[config.mk]
export PLATFORM = sky130hd
export DESIGN_NAME = three_slot_descriptor_packer
export DESIGN_NICKNAME = d
export VERILOG_FILES = /design/src/rtl/core/tsdp_pkg.sv /design/src/rtl/core/three_slot_descriptor_packer.sv
export SDC_FILE = /design/constraint.sdc
export NUM_CORES = 1
export LEC_CHECK = 0
export BUFFER_PORTS_ARGS = -buffer_cell sky130_fd_sc_hd__buf_4
export CAP_MARGIN = 25
export CORE_ASPECT_RATIO = 0.75
export CORE_UTILIZATION = 40
export CTS_CLUSTER_DIAMETER = 60
export DETAILED_ROUTE_END_ITERATION = 6
export PLACE_DENSITY_LB_ADDON = 0.12
export REMOVE_ABC_BUFFERS = 1
export SYNTH_ARGS = -nofsm -noshare
export SYNTH_HDL_FRONTEND = slang
export SYNTH_SLANG_ARGS = --single-unit
[constraint.sdc]
create_clock -name clk_i -period 10.6 [get_ports clk_i]
set_input_delay 0.53 -clock clk_i [delete_from_list [all_inputs] [get_ports clk_i]]
set_output_delay 0.53 -clock clk_i [all_outputs]
set_load 0.01 [all_outputs]
[src/rtl/core/tsdp_pkg.sv]
package tsdp_pkg;

  localparam int DescriptorsDefault = 16;
  localparam int ListCount          = 7;

  // Free-slot mask of a descriptor; the value doubles as its list number.
  typedef logic [2:0] class_t;

  localparam class_t SLOT_LOCAL   = 3'b001;
  localparam class_t SLOT_REMOTE  = 3'b010;
  localparam class_t SLOT_IRQ     = 3'b100;
  localparam class_t CLASS_UNUSED = 3'b111;

  typedef enum logic [2:0] {
    FUNC_GET_LOCAL   = 3'd0,
    FUNC_GET_REMOTE  = 3'd1,
    FUNC_GET_IRQ     = 3'd2,
    FUNC_FREE_LOCAL  = 3'd3,
    FUNC_FREE_REMOTE = 3'd4,
    FUNC_FREE_IRQ    = 3'd5
  } func_e;

  typedef enum logic [1:0] {
    ST_OK          = 2'd0,
    ST_EXHAUSTED   = 2'd1,
    ST_NOT_HELD    = 2'd2,
    ST_NOT_IN_USE  = 2'd3
  } status_e;

  // Register index, taken from paddr[2].
  localparam logic RegReuseEnable = 1'b0;

  function automatic class_t slot_mask(func_e f);
    class_t m;
    m = '0;
    unique case (f)
      FUNC_GET_LOCAL,  FUNC_FREE_LOCAL:  m = SLOT_LOCAL;
      FUNC_GET_REMOTE, FUNC_FREE_REMOTE: m = SLOT_REMOTE;
      FUNC_GET_IRQ,    FUNC_FREE_IRQ:    m = SLOT_IRQ;
      default:                           m = '0;
    endcase
    return m;
  endfunction

  // List preference for a get request, k = 0 is tried first.
  function automatic class_t search_class(func_e f, logic [1:0] k);
    class_t c;
    c = '0;
    unique case (f)
      FUNC_GET_LOCAL: begin
        if (k == 2'd0)      c = SLOT_LOCAL;
        else if (k == 2'd1) c = SLOT_LOCAL | SLOT_REMOTE;
        else                c = SLOT_LOCAL | SLOT_IRQ;
      end
      FUNC_GET_REMOTE: begin
        if (k == 2'd0)      c = SLOT_REMOTE;
        else if (k == 2'd1) c = SLOT_REMOTE | SLOT_IRQ;
        else                c = SLOT_LOCAL | SLOT_REMOTE;
      end
      FUNC_GET_IRQ: begin
        if (k == 2'd0)      c = SLOT_IRQ;
        else if (k == 2'd1) c = SLOT_REMOTE | SLOT_IRQ;
        else                c = SLOT_LOCAL | SLOT_IRQ;
      end
      default: c = '0;
    endcase
    return c;
  endfunction

endpackage

[src/rtl/core/three_slot_descriptor_packer.sv]
// Descriptor pool allocator for local, remote and interrupt slots. Each request word
// (get or free of one slot kind) is captured in an input register, resolved in one pass
// of logic against the descriptor state, and its result is held in an output register.
// A new word can be taken every cycle while the output is not stalled. The state updates
// at the same edge that loads the result, so back-to-back requests always see the effect
// of the previous one. All descriptor state (classes, list links, seven list heads) lives
// in flip-flops; classes and heads clear at reset, links need no reset. With reuse_enable
// set, a get takes the head of the first non-empty list in its preference order, else it
// opens the lowest unused descriptor (priority encoder). reuse_enable sits at address 0.
module three_slot_descriptor_packer #(
  parameter int DESCRIPTORS = tsdp_pkg::DescriptorsDefault
) (
  input  logic        clk_i,
  input  logic        rst_ni,
  input  logic        psel,
  input  logic        penable,
  input  logic        pwrite,
  input  logic [2:0]  paddr,
  input  logic [31:0] pwdata,
  output logic [31:0] prdata,
  output logic        pready,
  input  logic        in_valid_i,
  output logic        in_stall_o,
  input  logic [2:0]  func_i,
  input  logic [3:0]  desc_index_i,
  output logic        out_valid_o,
  input  logic        out_stall_i,
  output logic [3:0]  granted_index_o,
  output logic [1:0]  status_o,
  output logic        opened_new_o,
  output logic        closed_o
);
  import tsdp_pkg::*;

  localparam int IW = $clog2(DESCRIPTORS + 1);
  localparam int AW = (DESCRIPTORS > 1) ? $clog2(DESCRIPTORS) : 1;

  typedef logic [IW-1:0] link_t;
  typedef logic [AW-1:0] addr_t;

  localparam link_t Nil = IW'(DESCRIPTORS);

  // configuration
  logic reuse_q;

  // input and output registers
  logic        s1_valid_q;
  logic [2:0]  func_q;
  logic [3:0]  desc_q;
  logic        out_valid_q;
  logic [3:0]  granted_q, granted_d;
  status_e     status_q, status_d;
  logic        opened_q, opened_d;
  logic        closed_q, closed_d;
  logic        advance;

  // descriptor state
  class_t class_q [DESCRIPTORS];
  class_t class_d [DESCRIPTORS];
  link_t  next_q  [DESCRIPTORS];
  link_t  next_d  [DESCRIPTORS];
  link_t  prev_q  [DESCRIPTORS];
  link_t  prev_d  [DESCRIPTORS];
  link_t  head_q  [ListCount];
  link_t  head_d  [ListCount];

  // decoded actions
  logic   do_unlink, do_push, do_close;
  addr_t  u_a, p_a;
  class_t p_class;

  logic   free_found;
  addr_t  free_a;

  assign pready = 1'b1;
  assign prdata = (paddr[2] == RegReuseEnable) ? {31'b0, reuse_q} : 32'b0;

  always_ff @(posedge clk_i or negedge rst_ni) begin
    if (!rst_ni) begin
      reuse_q <= 1'b1;
    end else if (psel && penable && pwrite && pready && paddr[2] == RegReuseEnable) begin
      reuse_q <= pwdata[0];
    end
  end

  assign advance    = s1_valid_q && (!out_valid_q || !out_stall_i);
  assign in_stall_o = s1_valid_q && !advance;

  always_ff @(posedge clk_i or negedge rst_ni) begin
    if (!rst_ni) begin
      s1_valid_q  <= 1'b0;
      out_valid_q <= 1'b0;
    end else begin
      if (!in_stall_o) begin
        s1_valid_q <= in_valid_i;
      end
      if (advance) begin
        out_valid_q <= 1'b1;
      end else if (!out_stall_i) begin
        out_valid_q <= 1'b0;
      end
    end
  end

  always_ff @(posedge clk_i) begin
    if (in_valid_i && !in_stall_o) begin
      func_q <= func_i;
      desc_q <= desc_index_i;
    end
    if (advance) begin
      granted_q <= granted_d;
      status_q  <= status_d;
      opened_q  <= opened_d;
      closed_q  <= closed_d;
    end
  end

  assign out_valid_o     = out_valid_q;
  assign granted_index_o = granted_q;
  assign status_o        = status_q;
  assign opened_new_o    = opened_q;
  assign closed_o        = closed_q;

  // lowest unused descriptor
  always_comb begin
    free_found = 1'b0;
    free_a     = '0;
    for (int i = DESCRIPTORS - 1; i >= 0; i--) begin
      if (class_q[i] == CLASS_UNUSED) begin
        free_found = 1'b1;
        free_a     = AW'(i);
      end
    end
  end

  // request decode
  always_comb begin
    func_e  f;
    class_t m;
    logic   hit;
    class_t r_class;
    link_t  r_head;
    class_t c;
    addr_t  f_a;
    class_t f_class;
    logic   in_range;

    f        = func_e'(func_q);
    m        = slot_mask(f);
    hit      = 1'b0;
    r_class  = '0;
    r_head   = '0;
    f_a      = AW'(desc_q);
    f_class  = class_q[f_a];
    in_range = 32'(desc_q) < 32'(DESCRIPTORS);

    for (int k = 0; k < 3; k++) begin
      c = search_class(f, 2'(k));
      if (!hit && head_q[c] < Nil) begin
        hit     = 1'b1;
        r_class = c;
        r_head  = head_q[c];
      end
    end

    do_unlink = 1'b0;
    do_push   = 1'b0;
    do_close  = 1'b0;
    u_a       = '0;
    p_a       = '0;
    p_class   = '0;
    granted_d = '0;
    status_d  = ST_OK;
    opened_d  = 1'b0;
    closed_d  = 1'b0;

    unique case (f)
      FUNC_GET_LOCAL, FUNC_GET_REMOTE, FUNC_GET_IRQ: begin
        if (reuse_q && hit) begin
          do_unlink = 1'b1;
          u_a       = AW'(r_head);
          do_push   = 1'b1;
          p_a       = AW'(r_head);
          p_class   = r_class & ~m;
          granted_d = 4'(r_head);
        end else if (free_found) begin
          do_push   = 1'b1;
          p_a       = free_a;
          p_class   = CLASS_UNUSED & ~m;
          granted_d = 4'(free_a);
          opened_d  = 1'b1;
        end else begin
          status_d = ST_EXHAUSTED;
        end
      end
      FUNC_FREE_LOCAL, FUNC_FREE_REMOTE, FUNC_FREE_IRQ: begin
        if (!in_range || f_class == CLASS_UNUSED) begin
          status_d = ST_NOT_IN_USE;
        end else if ((f_class & m) != '0) begin
          status_d = ST_NOT_HELD;
        end else begin
          do_unlink = 1'b1;
          u_a       = f_a;
          if ((f_class | m) == CLASS_UNUSED) begin
            do_close = 1'b1;
            closed_d = 1'b1;
          end else begin
            do_push = 1'b1;
            p_a     = f_a;
            p_class = f_class | m;
          end
        end
      end
      default: ;
    endcase
  end

  // list surgery: unlink from the old list, push on the front of the new one
  always_comb begin
    class_t u_c;
    link_t  u_p;
    link_t  u_n;
    link_t  n2;

    class_d = class_q;
    next_d  = next_q;
    prev_d  = prev_q;
    head_d  = head_q;
    u_c     = class_q[u_a];
    u_p     = prev_q[u_a];
    u_n     = next_q[u_a];
    n2      = head_q[p_class];

    if (do_unlink) begin
      if (u_p < Nil) begin
        next_d[AW'(u_p)] = u_n;
      end else begin
        head_d[u_c] = u_n;
      end
      if (u_n < Nil) begin
        prev_d[AW'(u_n)] = u_p;
      end
    end
    if (do_push) begin
      next_d[p_a] = n2;
      prev_d[p_a] = Nil;
      if (n2 < Nil) begin
        prev_d[AW'(n2)] = IW'(p_a);
      end
      head_d[p_class] = IW'(p_a);
      class_d[p_a]    = p_class;
    end
    if (do_close) begin
      class_d[u_a] = CLASS_UNUSED;
    end
  end

  always_ff @(posedge clk_i or negedge rst_ni) begin
    if (!rst_ni) begin
      for (int i = 0; i < DESCRIPTORS; i++) begin
        class_q[i] <= CLASS_UNUSED;
      end
      for (int i = 0; i < ListCount; i++) begin
        head_q[i] <= Nil;
      end
    end else if (advance) begin
      class_q <= class_d;
      head_q  <= head_d;
    end
  end

  always_ff @(posedge clk_i) begin
    if (advance) begin
      next_q <= next_d;
      prev_q <= prev_d;
    end
  end

  // a non-empty list head always points at a descriptor of that class
  for (genvar c = 0; c < ListCount; c++) begin : g_head_chk
    a_head_class: assert property (@(posedge clk_i) disable iff (!rst_ni)
      (head_q[c] < Nil) |-> (class_q[AW'(head_q[c])] == class_t'(c)))
      else $error("list head points at descriptor of another class");
  end

  a_close_unused: assert property (@(posedge clk_i) disable iff (!rst_ni)
    (advance && do_close) |=> (class_q[$past(u_a)] == CLASS_UNUSED))
    else $error("closed descriptor not marked unused");

  a_open_ok: assert property (@(posedge clk_i) disable iff (!rst_ni)
    (out_valid_q && opened_q) |-> (status_q == ST_OK && !closed_q))
    else $error("open reported with error status or close");

  a_stall_cause: assert property (@(posedge clk_i) disable iff (!rst_ni)
    in_stall_o |-> (s1_valid_q && out_valid_q && out_stall_i))
    else $error("input stalled without a blocked result");

endmodule
==> results.cfg, run 1 <==
[finish]
design_area_um2 = 20050
final_common_cell = nand2_1
layout.cells.non_filler = 2532
syn2layout_area_growth_pct = 8.138
multiInputGateArea_um2 = 10090
regArea_um2 = 7477
final_util_pct = 44.37
diodes = 0
mostFrequentLayoutCells = nand2_1, edfxtp_1, a21oi_1
fill_cells = 4344
nets = 1971
drive_gt1_share_pct = 14.90

[worst_setup_path]
reg2regPathDepth = 13
cpMaxStageDelayCell = edfxtp_1
path_buf_inv = 1
cp.required_ns = 10.91
startpoint_type = flip-flop
cp_max_fo = 52
crit_arrival_ns = 7.67
end_kind = flip-flop
slowest_delay_ns = 0.96
path_cells = nor2_1 > a221oi_4 > nor3b_2 > o21ai_0 > a21oi_1 > buf_4 > or2_4 > nor2_1 > a221oi_1 > o21a_1 > nand3_1 > o21ai_0 > o22ai_1
crit_cells = 13
cp_top_family = compound AO/OA/AOI/OAI gates
crit_type = flip-flop to flip-flop

[floorplanning]
coreArea_um2 = 45180
fp.dieH_um = 188.5
ios = 92
dieArea_um2 = 47230
die_x_um = 250.6
initial_core_util_pct = 41.04
rows = 67

[routing]
first_iter_violations = 2446
wl_um = 73610
wl_per_cell_um = 29.07
drtAntennaViolNets = 0
drtPass1Iterations = 6
drc = 0
vias = 17248
viasPerCell = 6.812

[clocking]
ctsResizeCount = 0
clockBufferDepth = 3
htreeDepth = 1
clkSlewWorstSetupHoldPaths_ns = 0.06
hold_buffers = 1
clockRootBuffer = clkbuf_16
clock_latency_ns = 0.59
cts_tree = built
cts_made_buffers = 31
cts_sinks = 261
post-cts-setup-buffers = 0

[sta]
finalSetupViolCount = 0
finalMaxSlewViolations = 0
fin_crit_sh_pct = 69.45
fin_crit_ns = 7.362
timing.fmax_mhz = 135.8
relSlewSlack_pct = 21.04
whs_ns = 0.1220
fin_setup_tns_ns = 0
clock_skew_ns = 0.01130
worst_slew_pin_slew_ns = 1.184
finalHoldViolCount = 0
rsz0062_at_grt = false

[global_route]
grt_pass1_wl_um = 108700
track_usage_pct = 30.57
antenna_found_initial = 0
grt_max_degree = 73
grt_pass1_vias = 16197
grt.overflow.total = 0

[synthesis]
synth_top_area_cell = edfxtp_1
ys.flop_type = edfxtp_1
yosysSeqAreaShare_pct = 40.33
synthArstFlopShare_pct = 32.95
ys_top_cells_by_area = edfxtp_1, mux2i_1, dfstp_2, a21oi_1, nand2_1
yosysWarnings = 0
synth_area_um2 = 18540
ys_ff_latch = 261
syn_area_per_cell_um2 = 9.388
synth_top_cell_area_share_pct = 28.34
synth_enable_flop_cells = 175
synth_cells = 1975
ys_types = 107

[placed_design]
numPortBuffers = 26
hpwl_um = 49660
place.gp.congestion = 0.9506
placedCellCount = 2473
post_dp_cell_area_um2 = 18970

[power]
power_density_nw_per_um2 = 306.3
ir_worst_vdd_uv = 173.2
p_leak_nw = 7.524

[min_path]
whs_path_depth = 1
hold_class = input port to flip-flop

[flow_run]
drv_cap = 0

[run_status]
status = finished clean
-- logic make-up (layout without fill, tap and decap cells) --
family          count (synthesis)  count (layout)  synth area share (%)
compound gates                708             708                 25.80
simple gates                  594             594                 16.77
flops                         261             261                 40.33
buf+inv                       212             153                 6.087
mux                           196             196                 10.88
other cells                     2              32               0.04050
xor+xnor                        2               2               0.09449
-- sequential cells by signal (all words and copies together), names as in the netlist, 2 cells and up --
register and cells:
next_q 80, prev_q 80, func_q 3, class_q 48, head_q 35, granted_index_o 4, status_o 2, desc_q 4
-- metal layers --
metal  vias up  GRT usage, %  part of all wire [%]
met1      8567         46.96                    46
met3       126         7.833                    12
met5         -             0                     0
met2      1047         41.67                    40
met4         0         7.975                   2.5
li1       7508             -                     -
-- area by class of cell --
class	instances	area share [%]
Multi-Input combinational cell	1532	50.35
Clock buffer	41	4.424
Clock inverter	16	0.7863
Timing Repair Buffer	77	3.114
Sequential cell	261	37.29
Tap cell	586	3.657
Inverter	19	0.3807
-- worst paths after layout --
check	start	end	slack [ns]
setup reg to reg	func_q[2]	next_q[43]	3.24
hold / removal	func_i[1]	func_q[1]	0.12
min in group asynchronous	rst_ni	head_q[3]	0.36
max in group asynchronous	rst_ni	s1_valid_q	9.04
setup / recovery	func_q[2]	next_q[43]	3.24
hold reg to reg	s1_valid_q	out_valid_o	0.51
-- worst register-to-register path: stages (launching register included) --
cell	delay, ns
edfxtp_1	0.96
nor2_1	0.34
a221oi_4	0.50
nor3b_2	0.42
o21ai_0	0.15
a21oi_1	0.29
buf_4	0.36
or2_4	0.82
nor2_1	0.26
a221oi_1	0.52
o21a_1	0.92
nand3_1	0.96
o21ai_0	0.46
o22ai_1	0.12
-- synth_stat cells (47+ instances only) --
| cell type | count |
|---|---|
| edfxtp_1 | 175 |
| mux2i_1 | 169 |
| dfstp_2 | 56 |
| buf_4 | 47 |
| nand2_1 | 207 |
| nor2_1 | 112 |
| a21oi_1 | 172 |
| o22ai_1 | 80 |
| o21ai_0 | 122 |
| buf_2 | 56 |
| clkbuf_1 | 75 |
| nand3_1 | 88 |
-- per-stage QoR --
stage	power, mW	setup WS [ns]
3_3_place_gp	4.818	3.587
3_5_place_dp	4.885	3.666
6_report	6.142	3.238
2_1_floorplan	3.651	2.629
5_1_grt	6.395	3.159
4_1_cts	6.022	3.630
-- report_power, final --
group / internal (mW) / leakage (nW) / switching [mW] / total, mW
sequential: 1.55 / 2.62 / 0.291 / 1.84
combinational: 0.970 / 4.38 / 2.21 / 3.18
clock: 0.659 / 0.518 / 0.468 / 1.13
total: 3.18 / 7.52 / 2.97 / 6.14
Power figures use the tool's default switching activity.
==> run 2, diff against run 1 <==
==> constraint.sdc (replaced) <==
create_clock -name clk_i -period 7.05 [get_ports clk_i]
set_input_delay 0.3525 -clock clk_i [delete_from_list [all_inputs] [get_ports clk_i]]
set_output_delay 0.3525 -clock clk_i [all_outputs]
set_load 0.01 [all_outputs]
==> run 2 against run 1 <==
- combinational power up 53%
- count of clock-buffer cells in the layout up 4
- critical path depth rose by 2
- fmax rose by 14%
- final cell count up 1.9%
==> results.cfg, run 2 (synthesis results as in run 1) <==
[sta]
finalMaxSlewViolations = 0
finalHoldViolCount = 0
fin_crit_ns = 6.449
timing.fmax_mhz = 155.1
rsz0062_at_grt = false
clock_skew_ns = 0.02673
relSlewSlack_pct = 23.89
finalSetupViolCount = 0
worst_slew_pin_slew_ns = 1.131
fin_crit_sh_pct = 91.47
whs_ns = 0.01864

[clocking]
cts_sinks = 261
clock_latency_ns = 0.54
htreeDepth = 2
clkSlewWorstSetupHoldPaths_ns = 0.06
cts_tree = built
clockBufferDepth = 3
cts_made_buffers = 34
ctsResizeCount = 0
post-cts-setup-buffers = 0
clockRootBuffer = clkbuf_16

[finish]
layout.cells.non_filler = 2580
diodes = 0
final_common_cell = nand2_1
multiInputGateArea_um2 = 10090
regArea_um2 = 7477
nets = 2019
largestRegisters = next_q x80, prev_q x80, class_q x48
drive_gt1_share_pct = 16.60
syn2layout_area_growth_pct = 10.14
mostFrequentLayoutCells = nand2_1, edfxtp_1, a21oi_1
fill_cells = 4409

[routing]
drtAntennaViolNets = 0
vias = 17443
first_iter_violations = 2499
drtPass1Iterations = 5
wl_per_cell_um = 28.67
viasPerCell = 6.761
wl_um = 73960
drc = 0

[floorplanning]
rows = 67
coreArea_um2 = 45180
initial_core_util_pct = 41.04
die_x_um = 250.6
dieArea_um2 = 47230
ios = 92
fp.dieH_um = 188.5

[global_route]
track_usage_pct = 30.73
grt.overflow.total = 0
grt_max_degree = 94
antenna_found_initial = 1
grt_pass1_vias = 16000
grt_pass1_wl_um = 108900

[power]
p_switching_mw = 4.510
power_frac_comb_pct = 51.8
seqPwrFrac_pct = 29.5
p_int_mw = 4.908
ir_worst_vdd_uv = 243.2
p_leak_nw = 7.742
clockPowerShare_pct = 18.7
power_density_nw_per_um2 = 461.2
p_sw_share_pct = 47.89

[worst_setup_path]
reg2regPathDepth = 15
path_cells = or2_1 > o221ai_2 > nand3_1 > o21ai_1 > a31o_1 > and2_2 > buf_4 > buf_4 > mux2i_1 > mux2_2 > o21a_1 > buf_4 > nand3_1 > mux2_1 > a32oi_1
cp_max_fo = 25
startpoint_type = flip-flop
cp.required_ns = 7.41
slowest_delay_ns = 0.75
path_common_cell = buf_4
crit_arrival_ns = 6.81
crit_type = flip-flop to flip-flop
end_kind = flip-flop
cpMaxStageDelayCell = and2_2

[placed_design]
hpwl_um = 51430
placedCellCount = 2512
numPortBuffers = 26
place.gp.congestion = 0.9616

[min_path]
hold_class = input port to flip-flop
whs_path_depth = 2

[flow_run]
drv_cap = 0

[run_status]
status = finished clean
[run 2: cell types whose count changed in the layout (fill, tap and decap cells not counted), sizes merged]
| cell | previous run | this run |
|---|---|---|
| dlygate4sd3 | 1 | 8 |
| clkinvlp | 0 | 2 |
| clkbuf | 41 | 45 |
| bufinv | 3 | 1 |
| clkinv | 12 | 11 |
| buf | 76 | 114 |
[run 2: routing by layer]
metal | routed length (um) | up-vias | track usage (%)
li1 | - | 7609 | -
met4 | 1448 | 2 | 6.866
met3 | 8628 | 110 | 7.349
met1 | 34140 | 8682 | 47.80
met5 | 13 | - | 0
met2 | 29730 | 1040 | 42.08
[run 2: metrics by stage]
stage	cell area (um2)	util, %	setup TNS (ns)	setup WS [ns]	total power [mW]
5_1_grt	20420	45.20	0	0.4032	9.780
3_5_place_dp	19230	42.57	0	0.8236	7.470
4_1_cts	20420	45.20	0	0.8335	9.255
6_report	20420	45.20	0	0.6015	9.418
3_3_place_gp	19230	42.57	0	0.9587	7.411
2_1_floorplan	17600	-	-50.41	-0.9206	5.489
[run 2: what timing repair did]
item	4_1_cts	5_1_grt
hold endpoints to repair	31	0
setup endpoints to repair	0	0
hold buffers	8	0
[run 2: final cells by class]
| cell class | count | area share, % |
|---|---|---|
| Timing Repair Buffer | 122 | 4.583 |
| Clock buffer | 45 | 4.871 |
| Inverter | 19 | 0.3737 |
| Multi-Input combinational cell | 1532 | 49.42 |
| Tap cell | 586 | 3.590 |
| Sequential cell | 261 | 36.61 |
| Clock inverter | 15 | 0.5514 |
[run 2: final timing paths]
kind	start	to	slack [ns]
max	func_q[2]	prev_q[18]	0.60
min	in_valid_i	s1_valid_q	0.02
max reg2reg	func_q[2]	prev_q[18]	0.60
min reg2reg	head_q[29]	head_q[29]	0.50
max in group asynchronous	rst_ni	s1_valid_q	5.62
min in group asynchronous	rst_ni	head_q[2]	0.31
[run 2: worst max-delay path, delay by kind of cell, from the launching register on]
family,cells,cell delay [ns]
DFF,1,0.66
muxes,3,0.92
and+or+nand+nor,4,1.63
AOI/OAI and AO/OA,5,1.95
buffers and inverters,3,1.07
[run 2: power by group through the flow]
stage          registers (mW)  clock network, mW  logic [mW]
6_report                 2.78               1.76        4.88
5_1_grt                  2.82               1.84        5.12
4_1_cts                  2.76               1.78        4.72
3_5_place_dp             2.78                  0        4.70
3_3_place_gp             2.78                  0        4.63
2_1_floorplan            2.61                  0        2.88
==> run 3, diff against run 2 <==
--- a/config.mk
+++ b/config.mk
@@ -8,6 +8,7 @@
 export BUFFER_PORTS_ARGS = -buffer_cell sky130_fd_sc_hd__buf_4
 export CAP_MARGIN = 25
 export CORE_ASPECT_RATIO = 0.75
+export CORE_MARGIN = 1.5
 export CORE_UTILIZATION = 40
 export CTS_CLUSTER_DIAMETER = 60
 export DETAILED_ROUTE_END_ITERATION = 6
==> run 3 against run 2 <==
- worst setup slack better by 0.15 ns
- via count is 0.67% lower
- largest power group unchanged
- sequential power is essentially flat
- hold slack better by 0.10 ns
- clock power decreased by 6%
- clock skew fell by 0.014 ns
- flip-flop and latch count did not move
- cell area rose by 0.48%
- global-route usage rose by 0.074 points
==> results.cfg, run 3 (synthesis results as in run 1) <==
[run_status]
status = finished clean

[finish]
largestRegisters = next_q x80, prev_q x80, class_q x48
syn2layout_area_growth_pct = 10.68
regArea_um2 = 7477
final_common_cell = nand2_1
fill_cells = 4454
layout.cells.non_filler = 2600
drive_gt1_share_pct = 16.97
multiInputGateArea_um2 = 10080
nets = 2027
mostFrequentLayoutCells = nand2_1, edfxtp_1, a21oi_1

[clocking]
cts_sinks = 261
htreeDepth = 1
ctsResizeCount = 0
clockBufferDepth = 3
clockRootBuffer = clkbuf_16
cts_made_buffers = 31
clkSlewWorstSetupHoldPaths_ns = 0.06
cts_tree = built
clock_latency_ns = 0.61

[power]
clockPowerShare_pct = 17.7
ir_worst_vdd_uv = 245.3
p_switching_mw = 4.501
p_leak_nw = 7.785
power_frac_comb_pct = 52.5
p_sw_share_pct = 48.15
seqPwrFrac_pct = 29.8
p_int_mw = 4.846
power_density_nw_per_um2 = 455.5
p_total_mw = 9.347

[placed_design]
placedCellCount = 2528
place.gp.congestion = 0.9411
numPortBuffers = 26
hpwl_um = 51830

[global_route]
grt.overflow.total = 0
grt_max_degree = 116
grt_pass1_vias = 16251
track_usage_pct = 30.80
grt_pass1_wl_um = 110000
antenna_found_initial = 3

[worst_setup_path]
cp_top_family = compound AO/OA/AOI/OAI gates
crit_type = flip-flop to flip-flop
path_buf_inv = 1
cpMaxStageDelayCell = a22oi_1
slowest_delay_ns = 0.86
path_cells = buf_4 > mux2i_1 > a2bb2oi_1 > a22oi_1 > a211oi_1 > a31oi_2 > nand2_2 > mux2i_1 > a2bb2oi_1 > nand2_1 > nor3_1 > nand2_1 > o21ai_0 > a21oi_1
cp_max_fo = 19
crit_arrival_ns = 6.63
end_kind = flip-flop
cp.required_ns = 7.39
startpoint_type = flip-flop

[routing]
vias = 17326
drtAntennaViolNets = 0
first_iter_violations = 2234
drc = 0
drtPass1Iterations = 7
wl_um = 74500
viasPerCell = 6.664
wl_per_cell_um = 28.65

[floorplanning]
dieArea_um2 = 47670
die_x_um = 251.6
rows = 68
ios = 92
coreArea_um2 = 45860
initial_core_util_pct = 40.43
fp.dieH_um = 189.5

[sta]
finalHoldViolCount = 0
fin_crit_sh_pct = 89.28
finalSetupViolCount = 0
clock_skew_ns = 0.01299
worst_slew_pin_slew_ns = 1.087
fin_crit_ns = 6.294
timing.fmax_mhz = 158.9
rsz0062_at_grt = false
finalMaxSlewViolations = 0
relSlewSlack_pct = 27.54

[min_path]
hold_class = input port to flip-flop

[flow_run]
drv_cap = 0
## run 3: cell types whose count changed in the layout (fill, tap and decap cells not counted), moves of 2 or more
cell / change
clkbuf_1: +2
clkbuf_16: -5
diode_2: +2
dlygate4sd3_1: +3
clkinv_2: +4
buf_12: +7
clkinvlp_4: -2
clkinv_1: -4
inv_4: +3
## run 3: layer usage
| metal | track usage [%] | wire [um] | up-vias |
|---|---|---|---|
| met5 | 0 | 13 | - |
| met4 | 7.252 | 1719 | 2 |
| met3 | 9.293 | 9074 | 98 |
| met2 | 42.85 | 30080 | 1014 |
| met1 | 46.01 | 33620 | 8589 |
| li1 | - | - | 7623 |
## run 3: worst reg2reg max path: cells and delay by family, from the launching register on
family	cells	cell delay (ns)
AO/OA/AOI/OAI	7	2.42
AND/OR/NAND/NOR	4	1.95
multiplexers	2	0.66
flip-flops	1	0.62
buffers and inverters	1	0.40
## run 3: stage by stage
| step | hold slack (ns) | utilization [%] | TNS [ns] | cell area, um2 | worst slack [ns] |
|---|---|---|---|---|---|
| 2_1_floorplan | 0.05691 | - | -50.41 | 17600 | -0.9206 |
| 3_5_place_dp | 0.2832 | 42.26 | 0 | 19380 | 1.002 |
| 3_3_place_gp | 0.2776 | 42.26 | 0 | 19380 | 1.046 |
| 6_report | 0.1183 | 44.75 | 0 | 20520 | 0.7558 |
| 5_1_grt | 0.1333 | 44.74 | 0 | 20520 | 0.4246 |
| 4_1_cts | 0.1136 | 44.73 | 0 | 20510 | 0.9829 |
## run 3: area by class of cell
| type | count | area share, % |
|---|---|---|
| Tap cell | 595 | 3.628 |
| Clock buffer | 42 | 4.274 |
| Clock inverter | 16 | 0.7073 |
| Multi-Input combinational cell | 1532 | 49.14 |
| Timing Repair Buffer | 133 | 5.414 |
| Sequential cell | 261 | 36.44 |
| Inverter | 19 | 0.3719 |
| Antenna cell | 2 | 0.02439 |
## run 3: repair_timing
item,CTS,global route
setup buffers,0,0
hold buffers,11,0
endpoints found under the hold margin,35,0
## run 3: path summary, 6_finish.rpt
check | start | end | cells after the start | slack, ns
hold / removal | paddr[2] | reuse_q | 3 | 0.12
min in group asynchronous | rst_ni | head_q[28] | 2 | 0.19
max in group asynchronous | rst_ni | s1_valid_q | 3 | 5.71
hold reg to reg | s1_valid_q | out_valid_o | 1 | 0.51
setup reg to reg | desc_q[0] | prev_q[62] | 14 | 0.76
setup / recovery | desc_q[0] | prev_q[62] | 14 | 0.76
## run 3: power groups by stage
stage / combinational, mW / clock (mW) / sequential, mW
2_1_floorplan: 2.88 / 0 / 2.61
3_3_place_gp: 4.66 / 0 / 2.78
3_5_place_dp: 4.72 / 0 / 2.78
4_1_cts: 4.74 / 1.67 / 2.76
5_1_grt: 5.19 / 1.73 / 2.83
6_report: 4.90 / 1.66 / 2.79
